**src/rtl/core/wsfu_pkg.sv**
```systemverilog
// ----------------------------------------------------------------------------
// WebSocket frame unmasker package
// Shared types and constants for the header parser, the word queue and the
// unmasking back end.
// ----------------------------------------------------------------------------
package wsfu_pkg;

  localparam logic [7:0] FirstDefault = 8'h82;
  localparam logic [6:0] LenExt16     = 7'd126;
  localparam logic [6:0] LenExt64     = 7'd127;
  localparam logic [2:0] ExtCount16   = 3'd1;
  localparam logic [2:0] ExtCount64   = 3'd7;
  localparam logic [2:0] KeyCount     = 3'd3;
  localparam int unsigned FifoDepth   = 4;

  typedef enum logic [2:0] {
    PhFirst   = 3'd0,
    PhLen     = 3'd1,
    PhExt     = 3'd2,
    PhKey     = 3'd3,
    PhPayload = 3'd4
  } phase_e;

  // One payload word on its way from the parser to the back end.
  typedef struct packed {
    logic [7:0] data;
    logic [7:0] key;
    logic       last;
    logic       masked;
    logic       mismatch;
  } wsfu_entry_t;

endpackage

```
**src/rtl/core/websocket_frame_unmasker.sv**
```systemverilog
// A payload word accepted by the parser is written into the queue, then
// moves into the output register once that is empty or popped; header words
// give no result. One word is taken per cycle while full is low; full rises
// only when the queue between parser and output register is full because
// results are not popped. Reset clears the parser state, empties the queue
// and the output register, and sets the expected first header word to 0x82.
// ----------------------------------------------------------------------------
// WebSocket frame unmasker
// Parses frame headers and streams unmasked payload words with frame flags.
// ----------------------------------------------------------------------------
module websocket_frame_unmasker
  import wsfu_pkg::*;
#(
  parameter int unsigned FifoDepthP = FifoDepth
) (
  input  logic       clk_i,
  input  logic       rst_ni,
  input  logic       cfg_we_i,
  input  logic [7:0] cfg_wdata_i,
  input  logic       push,
  output logic       full,
  input  logic [7:0] in_byte_i,
  output logic       empty,
  input  logic       pop,
  output logic [7:0] out_byte_o,
  output logic       last_of_frame_o,
  output logic       frame_masked_o,
  output logic       first_byte_mismatch_o
);

  logic        accept;
  logic        q_wr, q_rd, q_full, q_empty;
  wsfu_entry_t q_wdata, q_rdata;

  assign full   = q_full;
  assign accept = push && !q_full;

  wsfu_front u_front (
    .clk_i       (clk_i),
    .rst_ni      (rst_ni),
    .cfg_we_i    (cfg_we_i),
    .cfg_wdata_i (cfg_wdata_i),
    .accept_i    (accept),
    .in_byte_i   (in_byte_i),
    .wr_en_o     (q_wr),
    .wr_data_o   (q_wdata)
  );

  wsfu_queue #(
    .Depth (FifoDepthP)
  ) u_queue (
    .clk_i     (clk_i),
    .rst_ni    (rst_ni),
    .wr_en_i   (q_wr),
    .wr_data_i (q_wdata),
    .full_o    (q_full),
    .rd_en_i   (q_rd),
    .rd_data_o (q_rdata),
    .empty_o   (q_empty)
  );

  wsfu_back u_back (
    .clk_i                 (clk_i),
    .rst_ni                (rst_ni),
    .q_empty_i             (q_empty),
    .q_data_i              (q_rdata),
    .q_rd_o                (q_rd),
    .pop_i                 (pop),
    .empty_o               (empty),
    .out_byte_o            (out_byte_o),
    .last_of_frame_o       (last_of_frame_o),
    .frame_masked_o        (frame_masked_o),
    .first_byte_mismatch_o (first_byte_mismatch_o)
  );

endmodule

```
**src/rtl/core/wsfu_front.sv**
```systemverilog
// ----------------------------------------------------------------------------
// Frame header parser
// Accepts raw words, walks the frame header and hands each payload word,
// with its key byte and frame flags, to the queue.
// ----------------------------------------------------------------------------
module wsfu_front
  import wsfu_pkg::*;
(
  input  logic        clk_i,
  input  logic        rst_ni,
  input  logic        cfg_we_i,
  input  logic [7:0]  cfg_wdata_i,
  input  logic        accept_i,
  input  logic [7:0]  in_byte_i,
  output logic        wr_en_o,
  output wsfu_entry_t wr_data_o
);

  phase_e      phase_q, phase_d;
  logic [63:0] rem_len_q, rem_len_d;
  logic [2:0]  hdr_cnt_q, hdr_cnt_d;
  logic [31:0] key_q, key_d;
  logic [1:0]  key_idx_q, key_idx_d;
  logic        masked_q, masked_d;
  logic        mismatch_q, mismatch_d;
  logic [7:0]  expected_q;

  logic [6:0]  len7;
  logic [63:0] rem_shift;
  logic [63:0] rem_dec;
  logic [7:0]  key_byte;

  assign len7      = in_byte_i[6:0];
  assign rem_shift = {rem_len_q[55:0], in_byte_i};
  assign rem_dec   = rem_len_q - 64'd1;

  always_comb begin
    case (key_idx_q)
      2'd0:    key_byte = key_q[31:24];
      2'd1:    key_byte = key_q[23:16];
      2'd2:    key_byte = key_q[15:8];
      default: key_byte = key_q[7:0];
    endcase
  end

  always_comb begin
    phase_d    = phase_q;
    rem_len_d  = rem_len_q;
    hdr_cnt_d  = hdr_cnt_q;
    key_d      = key_q;
    key_idx_d  = key_idx_q;
    masked_d   = masked_q;
    mismatch_d = mismatch_q;
    wr_en_o    = 1'b0;
    wr_data_o.data     = in_byte_i;
    wr_data_o.key      = key_byte;
    wr_data_o.last     = (rem_dec == 64'd0);
    wr_data_o.masked   = masked_q;
    wr_data_o.mismatch = mismatch_q;
    if (accept_i) begin
      case (phase_q)
        PhLen: begin
          masked_d  = in_byte_i[7];
          key_d     = 32'd0;
          rem_len_d = 64'd0;
          if (len7 == LenExt16) begin
            hdr_cnt_d = ExtCount16;
            phase_d   = PhExt;
          end else if (len7 == LenExt64) begin
            hdr_cnt_d = ExtCount64;
            phase_d   = PhExt;
          end else begin
            rem_len_d = {57'd0, len7};
            if (in_byte_i[7]) begin
              hdr_cnt_d = KeyCount;
              phase_d   = PhKey;
            end else begin
              key_idx_d = 2'd0;
              phase_d   = (len7 == 7'd0) ? PhFirst : PhPayload;
            end
          end
        end
        PhExt: begin
          rem_len_d = rem_shift;
          if (hdr_cnt_q == 3'd0) begin
            if (masked_q) begin
              hdr_cnt_d = KeyCount;
              phase_d   = PhKey;
            end else begin
              key_idx_d = 2'd0;
              phase_d   = (rem_shift == 64'd0) ? PhFirst : PhPayload;
            end
          end else begin
            hdr_cnt_d = hdr_cnt_q - 3'd1;
          end
        end
        PhKey: begin
          key_d = {key_q[23:0], in_byte_i};
          if (hdr_cnt_q == 3'd0) begin
            key_idx_d = 2'd0;
            phase_d   = (rem_len_q == 64'd0) ? PhFirst : PhPayload;
          end else begin
            hdr_cnt_d = hdr_cnt_q - 3'd1;
          end
        end
        PhPayload: begin
          wr_en_o   = 1'b1;
          rem_len_d = rem_dec;
          key_idx_d = key_idx_q + 2'd1;
          if (rem_dec == 64'd0) begin
            phase_d = PhFirst;
          end
        end
        default: begin
          // The first header word is handled here; unused phase codes are also treated as the start of a frame.
          mismatch_d = (in_byte_i != expected_q);
          phase_d    = PhLen;
        end
      endcase
    end
  end

  always_ff @(posedge clk_i or negedge rst_ni) begin
    if (!rst_ni) begin
      phase_q    <= PhFirst;
      rem_len_q  <= 64'd0;
      hdr_cnt_q  <= 3'd0;
      key_q      <= 32'd0;
      key_idx_q  <= 2'd0;
      masked_q   <= 1'b0;
      mismatch_q <= 1'b0;
      expected_q <= FirstDefault;
    end else begin
      phase_q    <= phase_d;
      rem_len_q  <= rem_len_d;
      hdr_cnt_q  <= hdr_cnt_d;
      key_q      <= key_d;
      key_idx_q  <= key_idx_d;
      masked_q   <= masked_d;
      mismatch_q <= mismatch_d;
      if (cfg_we_i) begin
        expected_q <= cfg_wdata_i;
      end
    end
  end

endmodule

```
**src/rtl/core/wsfu_queue.sv**
```systemverilog
// ----------------------------------------------------------------------------
// Payload word queue
// Short first-in first-out store between the header parser and the
// unmasking back end.
// ----------------------------------------------------------------------------
module wsfu_queue
  import wsfu_pkg::*;
#(
  parameter int unsigned Depth = FifoDepth
) (
  input  logic        clk_i,
  input  logic        rst_ni,
  input  logic        wr_en_i,
  input  wsfu_entry_t wr_data_i,
  output logic        full_o,
  input  logic        rd_en_i,
  output wsfu_entry_t rd_data_o,
  output logic        empty_o
);

  localparam int unsigned PtrW = (Depth > 1) ? $clog2(Depth) : 1;
  localparam int unsigned CntW = $clog2(Depth + 1);

  wsfu_entry_t         mem_q [Depth];
  logic [PtrW-1:0]     wr_ptr_q, rd_ptr_q;
  logic [CntW-1:0]     count_q;

  assign full_o    = (count_q == CntW'(Depth));
  assign empty_o   = (count_q == '0);
  assign rd_data_o = mem_q[rd_ptr_q];

  always_ff @(posedge clk_i) begin
    if (wr_en_i) begin
      mem_q[wr_ptr_q] <= wr_data_i;
    end
  end

  always_ff @(posedge clk_i or negedge rst_ni) begin
    if (!rst_ni) begin
      wr_ptr_q <= '0;
      rd_ptr_q <= '0;
      count_q  <= '0;
    end else begin
      if (wr_en_i) begin
        wr_ptr_q <= (wr_ptr_q == PtrW'(Depth - 1)) ? '0 : wr_ptr_q + PtrW'(1);
      end
      if (rd_en_i) begin
        rd_ptr_q <= (rd_ptr_q == PtrW'(Depth - 1)) ? '0 : rd_ptr_q + PtrW'(1);
      end
      if (wr_en_i && !rd_en_i) begin
        count_q <= count_q + CntW'(1);
      end else if (rd_en_i && !wr_en_i) begin
        count_q <= count_q - CntW'(1);
      end
    end
  end

endmodule

```
**src/rtl/core/wsfu_back.sv**
```systemverilog
// ----------------------------------------------------------------------------
// Unmasking back end
// Takes payload words from the queue, applies the key byte and holds the
// result in an output register until it is popped.
// ----------------------------------------------------------------------------
module wsfu_back
  import wsfu_pkg::*;
(
  input  logic        clk_i,
  input  logic        rst_ni,
  input  logic        q_empty_i,
  input  wsfu_entry_t q_data_i,
  output logic        q_rd_o,
  input  logic        pop_i,
  output logic        empty_o,
  output logic [7:0]  out_byte_o,
  output logic        last_of_frame_o,
  output logic        frame_masked_o,
  output logic        first_byte_mismatch_o
);

  logic       valid_q;
  logic [7:0] data_q;
  logic       last_q, masked_q, mismatch_q;

  // The output register refills in the same cycle that it is popped, if the queue is not empty.
  assign q_rd_o  = !q_empty_i && (!valid_q || pop_i);
  assign empty_o = !valid_q;

  assign out_byte_o            = data_q;
  assign last_of_frame_o       = last_q;
  assign frame_masked_o        = masked_q;
  assign first_byte_mismatch_o = mismatch_q;

  always_ff @(posedge clk_i or negedge rst_ni) begin
    if (!rst_ni) begin
      valid_q <= 1'b0;
    end else if (q_rd_o) begin
      valid_q <= 1'b1;
    end else if (pop_i) begin
      valid_q <= 1'b0;
    end
  end

  always_ff @(posedge clk_i) begin
    if (q_rd_o) begin
      data_q     <= q_data_i.data ^ q_data_i.key;
      last_q     <= q_data_i.last;
      masked_q   <= q_data_i.masked;
      mismatch_q <= q_data_i.mismatch;
    end
  end

endmodule

```
**config.mk**
```make
export PLATFORM = sky130hd
export DESIGN_NAME = websocket_frame_unmasker
export DESIGN_NICKNAME = d
export VERILOG_FILES = /design/src/rtl/core/wsfu_pkg.sv /design/src/rtl/core/websocket_frame_unmasker.sv /design/src/rtl/core/wsfu_front.sv /design/src/rtl/core/wsfu_queue.sv /design/src/rtl/core/wsfu_back.sv
export SDC_FILE = /design/constraint.sdc
export NUM_CORES = 1
export LEC_CHECK = 0
export BUFFER_PORTS_ARGS = -buffer_cell sky130_fd_sc_hd__buf_4
export CORE_UTILIZATION = 40
export DETAILED_ROUTE_END_ITERATION = 10
export SYNTH_ARGS = -nofsm -noshare
export SYNTH_HDL_FRONTEND = slang
export SYNTH_HIERARCHICAL = 1
export SYNTH_SLANG_ARGS = --single-unit
```
**constraint.sdc**
```tcl
create_clock -name clk_i -period 4.3 [get_ports clk_i]
set_clock_uncertainty 0.05 [all_clocks]
set_input_delay 0.645 -clock clk_i [delete_from_list [all_inputs] [get_ports clk_i]]
set_output_delay 0.645 -clock clk_i [all_outputs]
set_load 0.005 [all_outputs]
```
==> results of run 1 <==
[final timing paths]
kind                                                   from                                 to  slack (ns)  cells after the start
max                        u_front/rem_len_q[0]$_DFFE_PN0P_      u_queue/mem_q[1][2]$_DFFE_PP_        0.47                     10
min                                                  rst_ni   u_front/rem_len_q[6]$_DFFE_PN0P_        0.16                      1
max reg2reg                u_front/rem_len_q[0]$_DFFE_PN0P_      u_queue/mem_q[1][2]$_DFFE_PP_        0.47                     10
min reg2reg                  u_queue/count_q[2]$_DFFE_PN0P_     u_queue/count_q[2]$_DFFE_PN0P_        0.43                      1
max in group asynchronous                            rst_ni  u_front/rem_len_q[41]$_DFFE_PN0P_        3.11                      2
min in group clk_i                                      pop         u_back/valid_q$_DFFE_PN0P_        0.25                      2
[flip-flops by register name, summed over array words and instances (netlist names), 3 cells and up]
signal and count:
u_queue/mem_q 76, u_front/rem_len_q 64, u_front/key_q 32, u_back/out_byte_o 8, u_front/expected_q 8, u_front/hdr_cnt_q 3
u_front/phase_q 3, u_queue/count_q 3
[placed cells by master (no fill, tap or decap), drive strengths merged, types with 26 or more instances in the layout]
cell      n
a21oi    56
inv      35
nor2    113
dfrtp   120
o21ai   148
nor3     49
nand2   105
buf      57
nor4     34
edfxtp   87
clkbuf   30
xnor2    26
[per-stage QoR]
step	cell area, sq um	total power [mW]	util [%]	setup slack [ns]
after floorplan	11500	4.73	-	1.17
after global placement	12000	5.50	42.9	0.735
after detailed placement	12000	5.52	42.9	0.532
after CTS	12900	7.73	45.9	0.540
after global routing	12900	8.19	45.9	0.218
final	12900	7.69	45.9	0.466
[cells by family (layout without fill, tap and decap cells)]
family,after synthesis,in the layout,share of synthesized area (%)
xor+xnor,44,44,3.35
compound gates,292,292,15.1
simple gates,423,423,20.0
buf+inv,124,136,4.70
fa+ha+maj,16,16,1.81
mux,40,40,5.73
flops,209,209,49.3
[area by class of cell]
type / count / area [sq um]
Inverter: 35 / 131
Fill cell: 2611 / 15200
Clock buffer: 30 / 633
Clock inverter: 14 / 219
Multi-Input combinational cell: 815 / 5310
Tap cell: 378 / 473
Timing Repair Buffer: 57 / 428
Sequential cell: 209 / 5670
[Yosys cell counts, types with 9 or more instances]
master / count
o21ai_0: 147
xor2_1: 18
dfrtp_1: 120
mux2_2: 13
nand2_1: 105
nand2b_1: 9
a21oi_1: 55
buf_4: 10
ha_1: 15
or3_1: 11
mux4_2: 18
xnor2_1: 26
clkbuf_1: 61
nand3_1: 16
nor2_1: 112
a22oi_1: 23
edfxtp_1: 87
inv_1: 35
nor4_1: 24
a32oi_1: 16
and3_1: 11
nand4_1: 16
nor3_1: 40
[power by group]
group	switching [mW]	leakage [nW]	internal, mW
clock network	0.837	0.401	1.35
registers	0.393	2.36	2.39
logic	1.68	2.13	1.04
total	2.91	4.90	4.78
[worst max-delay path: stages (launching register included)]
cell and delay (ns):
dfrtp_1 0.45, inv_1 0.15, ha_1 0.31, nor3b_2 0.31, nand2_1 0.14, or4_1 0.63, nor3_1 0.36, xor2_1 0.13
nor4_1 0.40, nand3_1 0.16, nor4_2 0.49
[metal layers]
layer	vias to the layer above	part of all wire (%)
li1	4203	-
met1	4288	46
met2	289	46
met3	72	5.1
met4	0	3.3
met5	-	0
==> results.py, run 1 <==
metrics = {
    "grt": {
        "use_met1_pct": 28.8,
        "grt_pass1_vias": 8416,
        "track_usage_pct": 20.5,
        "grt_use_met2_pct": 32.2,
        "grt_use_met3_pct": 2.83,
        "grt_pass1_wl_um": 47200,
        "antenna_found_initial": 0,
        "overflow": 0,
        "grt_max_degree": 85,
        "busiest_layer": "met2",
    },
    "clocking": {
        "clk_latency_ns": 0.52,
        "cts.repair.resized": 0,
        "cts_buffer_depth": 3,
        "numCtsBuffers": 24,
        "cts_sinks": 209,
        "clock-root-buffer": "clkbuf_16",
        "postCtsSetupBuffers": 0,
        "htree_levels": 1,
        "cts_hold_buf": 0,
        "cts.clk_slew.worst_paths_ns": 0.06,
        "tritoncts": "yes",
    },
    "synthesis": {
        "async_flop_share_pct": 58.4,
        "synthCells": 1148,
        "ys_warn_count": 6,
        "ys.flop_type": "dfrtp_1",
        "synth_nets": 1185,
        "synthesis.area_sq_um": 11500,
        "synth-edff-count": 87,
        "synth.distinct_cells": 77,
        "ys_top_cells_by_area": "dfrtp_1, edfxtp_1, o21ai_0, nor2_1, mux4_2",
        "syn_area_per_cell_sq_um": 10.0,
        "yosysTopAreaCell": "dfrtp_1",
        "yosysTopAreaCellShare_pct": 26.1,
        "ys_seq_area_share_pct": 49.3,
        "ys_ff_latch": 209,
    },
    "timing": {
        "finalSetupViolations": 0,
        "holdWs_ns": 0.156,
        "post-route-period-util_pct": 89.2,
        "grt_setup_unrepaired": "no",
        "period_minus_slack_ns": 3.83,
        "max-slew-margin-rel_pct": 39.3,
        "drv_slew": 0,
        "worst_pin_slew_ns": 0.910,
        "hold_viol": 0,
        "fin_tns_setup_ns": 0,
        "max_freq_ghz": 0.261,
    },
    "place": {
        "port-buffer-count": 33,
        "dp.cells": 1494,
        "place_congestion": 0.895,
        "dp_hpwl_um": 19800,
    },
    "power": {
        "leakage_nw": 4.90,
        "p_per_area_nw_per_um2": 598,
        "ir_drop_uv": 310,
    },
    "critical_path": {
        "cp-end-kind": "flop",
        "cp-start-kind": "flop",
        "worst-path-max-fanout": 8,
        "critPathArrivalTime_ns": 4.05,
        "required_ns": 4.51,
        "crit_type": "reg -> reg",
    },
    "floorplan": {
        "placementRows": 61,
        "die_height_um": 172,
        "start_util_pct": 41.0,
        "die_x_um": 172,
        "ios": 34,
        "die-area_sq_um": 29400,
        "fp.coreArea_sq_um": 28000,
    },
    "finish": {
        "finalNetCount": 1179,
        "n_antenna_cell": 0,
        "area_growth_syn_to_layout_pct": 11.9,
        "drive_gt1_share_pct": 14.4,
        "stdcell_count": 1538,
    },
    "routing": {
        "wire_per_inst_um": 18.9,
        "postRouteWirelength_um": 29100,
        "ant_nets": 0,
        "first_pass_iters": 5,
        "viasPerCell": 5.76,
        "drt_iter0_markers": 908,
        "vias": 8852,
        "drc": 0,
    },
    "job": {
        "drv_cap": 0,
    },
    "worst_hold_path": {
        "hold_path.class": "in -> async",
    },
    "status": {
        "status": "finished, final reports clean",
    },
}
(Power assumes the default switching activity.)
==> inputs of run 2 (changes only) <==
ABC_AREA = 1   (was not set)
clock period = 4.57 ns   (was 4.3 ns; I/O delays follow)
==> run 2 against run 1 <==
Against the previous run:
- sequential cell count did not move
- synthesized area rose by 3.6%
- total power up 7.4%
- die area increased by 3.5%
- clock power is 4% lower
- sequential power up 6%
- critical path depth rose by 4
- worst setup slack better by 0.94 ns
- sequential share of layout area down 1.4 points
- global-route usage up 0.75 points
- clock-buffer cell count increased by 6
- synthesized cell count increased by 28%
- critical path type unchanged
==> results.py, run 2 <==
metrics = {
    "power": {
        "leakage_nw": 5.81,
        "seq_power_share_pct": 36.0,
        "power_frac_comb_pct": 38.5,
        "p_clk_share_pct": 25.5,
        "p_int_mw": 4.81,
        "p_switching_mw": 3.45,
        "ir_drop_uv": 318,
        "p_per_area_nw_per_um2": 621,
        "switching_share_pct": 41.8,
    },
    "clocking": {
        "postCtsSetupBuffers": 0,
        "htree_levels": 1,
        "clk_latency_ns": 0.54,
        "numCtsBuffers": 25,
        "cts.repair.resized": 0,
        "tritoncts": "yes",
        "cts_buffer_depth": 3,
        "clock-root-buffer": "clkbuf_16",
        "cts_hold_buf": 0,
        "cts_sinks": 209,
        "cts.clk_slew.worst_paths_ns": 0.06,
    },
    "floorplan": {
        "die_x_um": 175,
        "start_util_pct": 41.0,
        "placementRows": 62,
        "die-area_sq_um": 30500,
        "ios": 34,
        "die_height_um": 175,
        "fp.coreArea_sq_um": 29000,
    },
    "critical_path": {
        "crit_top_cell": "nand2_1",
        "crit_type": "reg -> reg",
        "slowest_delay_ns": 0.52,
        "critPathArrivalTime_ns": 3.46,
        "critPathSlowestCell": "nor4_1",
        "worst-path-max-fanout": 7,
        "required_ns": 4.86,
        "path_cells": "inv_1 -> ha_1 -> nand2_2 -> nor2_8 -> nand2_4 -> nor2_4 -> nand2_1 -> nand2_1 -> nand2_1 -> nor4_1 -> nand3_1 -> nor2_1 -> nand2_1 -> nor2_1",
        "cp-end-kind": "flop",
        "cp-start-kind": "flop",
    },
    "place": {
        "place_congestion": 0.899,
        "port-buffer-count": 33,
        "placed_area_sq_um": 12400,
        "dp_hpwl_um": 22300,
    },
    "finish": {
        "n_antenna_cell": 0,
        "fin_area_sq_um": 13300,
        "drive_gt1_share_pct": 9.64,
        "mostFrequentLayoutCells": "nand2_1, nor2_1, inv_1, dfrtp_1, edfxtp_1",
        "top_regs": "u_queue/mem_q: 76 flops, u_front/rem_len_q: 64 flops, u_front/key_q: 32 flops",
        "num-fill-cells": 2892,
        "layout_commonest_cell": "nand2_1",
        "area_growth_syn_to_layout_pct": 11.7,
        "largest_register_ff_count": 76,
        "regMostFlops": "u_queue/mem_q",
        "finalNetCount": 1523,
    },
    "synthesis": {
        "synthesis.area_sq_um": 11900,
        "ys.flop_type": "dfrtp_1",
        "syn_area_per_cell_sq_um": 8.08,
        "yosysTopAreaCellShare_pct": 25.2,
        "yosysTopAreaCell": "dfrtp_1",
        "ys_seq_area_share_pct": 47.6,
        "ys_top_cells_by_area": "dfrtp_1, edfxtp_1, nand2_1, nor2_1, inv_1",
        "ys_top_cells_by_count": "nand2_1, nor2_1, inv_1",
        "synth-edff-count": 87,
        "ys_warn_count": 6,
        "async_flop_share_pct": 58.4,
        "synth_nets": 1511,
        "synthCells": 1474,
        "synth.most_common_cell": "nand2_1",
        "synth.distinct_cells": 49,
        "ys_ff_latch": 209,
    },
    "status": {
        "status": "finished, final reports clean",
    },
    "timing": {
        "grt_setup_unrepaired": "no",
        "post-route-period-util_pct": 69.3,
        "period_minus_slack_ns": 3.17,
        "finalSetupViolations": 0,
        "max_freq_ghz": 0.316,
        "drv_slew": 0,
        "worst_pin_slew_ns": 1.06,
        "fin_tns_setup_ns": 0,
        "max-slew-margin-rel_pct": 29.4,
        "hold_viol": 0,
    },
    "routing": {
        "wire_per_inst_um": 16.9,
        "viasPerCell": 5.25,
        "first_pass_iters": 5,
        "drc": 0,
        "drt_iter0_markers": 755,
        "ant_nets": 0,
        "postRouteWirelength_um": 31900,
        "vias": 9911,
    },
    "grt": {
        "grt_pass1_wl_um": 51600,
        "antenna_found_initial": 0,
        "grt_pass1_vias": 9594,
        "track_usage_pct": 21.3,
        "overflow": 0,
        "grt_max_degree": 97,
    },
    "worst_hold_path": {
        "hold_path.class": "in -> async",
    },
    "job": {
        "drv_cap": 0,
    },
}
-- run 2: cell types whose count changed in the layout (fill, tap and decap cells not counted), sizes merged, moves of 35 or more --
cell / previous run / this run
nand2: 105 / 397
o211ai: 1 / 40
o21ai: 148 / 48
inv: 35 / 176
nor3: 49 / 12
nor2: 113 / 241
o22ai: 7 / 42
-- run 2: area by class of cell --
type	instances	area (sq um)	area share, %
Clock buffer	36	707	5.32
Sequential cell	209	5670	42.6
Clock inverter	9	160	1.20
Tap cell	384	480	3.61
Timing Repair Buffer	42	328	2.47
Inverter	175	657	4.94
Multi-Input combinational cell	1033	5300	39.8
-- run 2: power by group through the flow --
stage	Clock (mW)	Sequential [mW]	Combinational, mW
4_1_cts	2.16	2.96	3.17
3_5_place_dp	0	2.99	3.16
5_1_grt	2.23	3.03	3.63
2_1_floorplan	0	2.82	2.42
3_3_place_gp	0	2.99	3.12
6_report	2.10	2.97	3.18
-- run 2: cell families after synthesis --
kind of cell	after synthesis	share of synthesized area [%]
AND/OR/NAND/NOR	725	26.0
AO/OA/AOI/OAI	256	13.9
buffers and inverters	232	8.07
flip-flops	209	47.6
XOR/XNOR	34	2.50
adder cells (fa/ha/maj)	16	1.74
multiplexers	2	0.189
-- run 2: critical path: cells and delay by family (launching register included) --
kind	cells	cell delay [ns]
DFF	1	0.41
and+or+nand+nor	12	2.10
adders and majority gates	1	0.23
buffers and inverters	1	0.17
-- run 2: final timing paths --
| path | startpoint | endpoint | slack, ns | cells past startpoint |
|---|---|---|---|---|
| hold / removal | rst_ni | u_back/valid_q$_DFFE_PN0P_ | 0.21 | 1 |
| setup / recovery | u_front/rem_len_q[0]$_DFFE_PN0P_ | u_queue/mem_q[3][2]$_DFFE_PP_ | 1.40 | 14 |
| hold reg to reg | u_front/expected_q[7]$_DFFE_PN1P_ | u_front/expected_q[7]$_DFFE_PN1P_ | 0.45 | 2 |
| setup reg to reg | u_front/rem_len_q[0]$_DFFE_PN0P_ | u_queue/mem_q[3][2]$_DFFE_PP_ | 1.40 | 14 |
| min in group clk_i | pop | u_back/valid_q$_DFFE_PN0P_ | 0.27 | 2 |
| max in group asynchronous | rst_ni | u_front/expected_q[7]$_DFFE_PN1P_ | 3.20 | 2 |
-- run 2: per-layer routing --
metal	vias up	part of all wire, %	track usage [%]
li1	4886	-	-
met1	4700	48	30.6
met2	277	44	33.2
met3	48	6.4	3.24
met4	0	2.2	6.12
met5	-	0	0
-- run 2: per-stage QoR --
step / util [%] / std cells / worst slack [ns] / hold slack (ns) / power (mW)
4_1_cts: 45.8 / 1888 / 1.48 / 0.258 / 8.29
3_3_place_gp: 42.8 / 1843 / 1.52 / 0.436 / 6.11
3_5_place_dp: 42.8 / 1843 / 1.53 / 0.440 / 6.15
6_report: 45.8 / 1888 / 1.40 / 0.213 / 8.26
2_1_floorplan: - / 1474 / 2.03 / 0.340 / 5.23
5_1_grt: 45.8 / 1888 / 1.24 / 0.264 / 8.88
==> inputs of run 3 (changes only) <==
clock period = 2.8 ns   (was 4.57 ns; I/O delays follow)
==> run 3 against run 2 <==
Against the previous run:
- design area up 3.0%
- routed wire length up 2.9%
- sequential power up 63%
- sequential cell count unchanged
- sequential share of layout area down 1.1 points
- critical path type unchanged
==> results.py, run 3 (synthesized netlist as in run 2, its figures left out) <==
metrics = {
    "power": {
        "p_switching_mw": 5.87,
        "ir_drop_uv": 506,
        "leakage_nw": 5.97,
        "power_mw": 13.6,
        "seq_power_share_pct": 35.6,
        "p_per_area_nw_per_um2": 991,
        "power_frac_comb_pct": 42.5,
        "switching_share_pct": 43.3,
        "p_int_mw": 7.69,
        "p_clk_share_pct": 21.9,
    },
    "worst_hold_path": {
        "hold_path.startpoint": "cfg_wdata_i[2]",
        "hold_path.class": "in -> reg",
        "hold_end": "u_front/expected_q[2]$_DFFE_PN0P_",
        "min_path_cells": 3,
    },
    "job": {
        "drv_cap": 0,
    },
    "routing": {
        "vias": 10203,
        "postRouteWirelength_um": 32800,
        "wire_per_inst_um": 17.0,
        "viasPerCell": 5.28,
        "first_pass_iters": 8,
        "ant_nets": 0,
        "drc": 0,
        "drt_iter0_markers": 892,
    },
    "timing": {
        "worst_pin_slew_ns": 0.745,
        "hold_viol": 0,
        "holdWs_ns": 0.0438,
        "max-slew-margin-rel_pct": 50.3,
        "period_minus_slack_ns": 2.64,
        "drv_slew": 0,
        "post-route-period-util_pct": 94.4,
        "finalSetupViolations": 0,
        "max_freq_ghz": 0.378,
    },
    "place": {
        "port-buffer-count": 33,
        "dp_hpwl_um": 23300,
        "place_congestion": 0.988,
        "dp.cells": 1878,
    },
    "finish": {
        "drive_gt1_share_pct": 14.5,
        "largest_register_ff_count": 76,
        "top_regs": "u_queue/mem_q: 76 flops, u_front/rem_len_q: 64 flops, u_front/key_q: 32 flops",
        "n_antenna_cell": 0,
        "post-route-util_pct": 47.2,
        "area_growth_syn_to_layout_pct": 15.0,
        "mostFrequentLayoutCells": "nand2_1, nor2_1, inv_1, dfrtp_1, edfxtp_1",
        "stdcell_count": 1932,
        "finalNetCount": 1567,
        "layout_commonest_cell": "nand2_1",
        "regMostFlops": "u_queue/mem_q",
    },
    "critical_path": {
        "rr_endpoint": "u_queue/mem_q[2][2]$_DFFE_PP_",
        "rrSetupSlack_ns": 0.16,
        "cp-end-kind": "flop",
        "required_ns": 3.13,
        "critPathArrivalTime_ns": 2.97,
        "cp-start-kind": "flop",
        "reg2regPathDepth": 13,
        "worst-path-max-fanout": 5,
        "crit_type": "reg -> reg",
        "timing.rr.start": "u_front/rem_len_q[27]$_DFFE_PN0P_",
    },
    "floorplan": {
        "die-area_sq_um": 30500,
        "fp.coreArea_sq_um": 29000,
        "start_util_pct": 41.0,
        "placementRows": 62,
        "ios": 34,
        "die_x_um": 175,
        "die_height_um": 175,
    },
    "clocking": {
        "htree_levels": 1,
        "numCtsBuffers": 24,
        "cts_sinks": 209,
        "clk_latency_ns": 0.54,
        "clock-root-buffer": "clkbuf_16",
        "cts_buffer_depth": 3,
        "tritoncts": "yes",
        "cts.clk_slew.worst_paths_ns": 0.06,
    },
    "grt": {
        "antenna_found_initial": 0,
        "grt_pass1_wl_um": 53200,
        "grt_pass1_vias": 9722,
        "overflow": 0,
        "grt_max_degree": 61,
        "track_usage_pct": 22.0,
    },
    "status": {
        "status": "finished, final reports clean",
    },
}
==> run 3: cell types whose count changed in the layout (fill, tap and decap cells not counted), moves of 3 or more <==
| cell | before | now |
|---|---|---|
| buf_12 | 1 | 5 |
| buf_4 | 41 | 80 |
| bufinv_16 | 4 | 1 |
| clkbuf_8 | 4 | 0 |
| clkinv_1 | 0 | 5 |
| dfrtp_1 | 120 | 110 |
| dfrtp_2 | 0 | 10 |
| nand2_1 | 386 | 381 |
| nand2_2 | 7 | 12 |
| nor2_1 | 214 | 191 |
| nor2_2 | 15 | 32 |
| nor2_4 | 10 | 16 |
==> run 3: worst max-delay path by stage <==
stage,from,to,slack [ns],cells past startpoint
floorplan,u_queue/count_q[0]$_DFFE_PN0P_,u_queue/count_q[1]$_DFFE_PN0P_,0.46,8
global placement,u_front/rem_len_q[5]$_DFFE_PN0P_,u_queue/mem_q[0][2]$_DFFE_PP_,0.03,11
detailed placement,u_front/rem_len_q[5]$_DFFE_PN0P_,u_queue/mem_q[1][2]$_DFFE_PP_,-0.02,13
CTS,u_front/rem_len_q[5]$_DFFE_PN0P_,u_queue/mem_q[2][2]$_DFFE_PP_,0.002,13
global route,u_front/rem_len_q[8]$_DFFE_PN0P_,u_front/phase_q[2]$_DFFE_PN0P_,-0.01,19
finish,u_front/rem_len_q[27]$_DFFE_PN0P_,u_queue/mem_q[2][2]$_DFFE_PP_,0.16,13
==> run 3: layout make-up <==
cell class / instances / area [sq um]
fill: 2874 / 15300
sequential: 209 / 5680
multi-input combinational: 1033 / 5410
timing repair buffer: 87 / 721
inverter: 175 / 657
clock buffer: 31 / 627
tap: 384 / 480
clock inverter: 13 / 114
==> run 3: power by group through the flow <==
stage	Combinational, mW	Sequential [mW]	Clock [mW]
floorplan	3.94	4.60	0
global placement	5.57	4.82	0
detailed placement	5.60	4.82	0
CTS	5.64	4.77	3.05
global route	6.47	4.92	3.16
finish	5.76	4.83	2.98
==> run 3: layer usage <==
| layer | track usage (%) | up-vias | wire [um] |
|---|---|---|---|
| met4 | 5.65 | 0 | 697 |
| met2 | 34.6 | 327 | 14800 |
| met5 | 0 | - | 0 |
| met3 | 3.19 | 49 | 2110 |
| li1 | - | 4976 | - |
| met1 | 31.6 | 4851 | 15200 |
==> run 3: critical path: stages (launching register included) <==
cell	delay, ns
dfrtp_1	0.45
nor2_2	0.18
nand2_1	0.10
nor2_1	0.25
nand2_1	0.09
nor2_1	0.24
nand2_1	0.09
nand2_1	0.06
nand2_1	0.11
nor4_2	0.30
nand3_1	0.12
nor2_1	0.18
nand2_1	0.10
nor2_2	0.15
==> run 3: what timing repair did <==
| action | CTS | global route |
|---|---|---|
| hold buffers | 2 | 0 |
| hold endpoints to repair | 31 | 0 |
| pin swaps | 0 | 8 |
| resized for setup | 2 | 47 |
| endpoints found under the setup margin | 4 | 6 |
| buffers inserted | 0 | 8 |
==> run 3: through the flow <==
stage / TNS [ns] / instance area (sq um) / setup WS [ns]
after detailed placement: -0.0799 / 12700 / -0.0200
after global placement: 0 / 12700 / 0.0322
after CTS: 0 / 13500 / 0.00207
after global routing: -0.00974 / 13700 / -0.00974
after floorplan: 0 / 11900 / 0.461
final: 0 / 13700 / 0.157
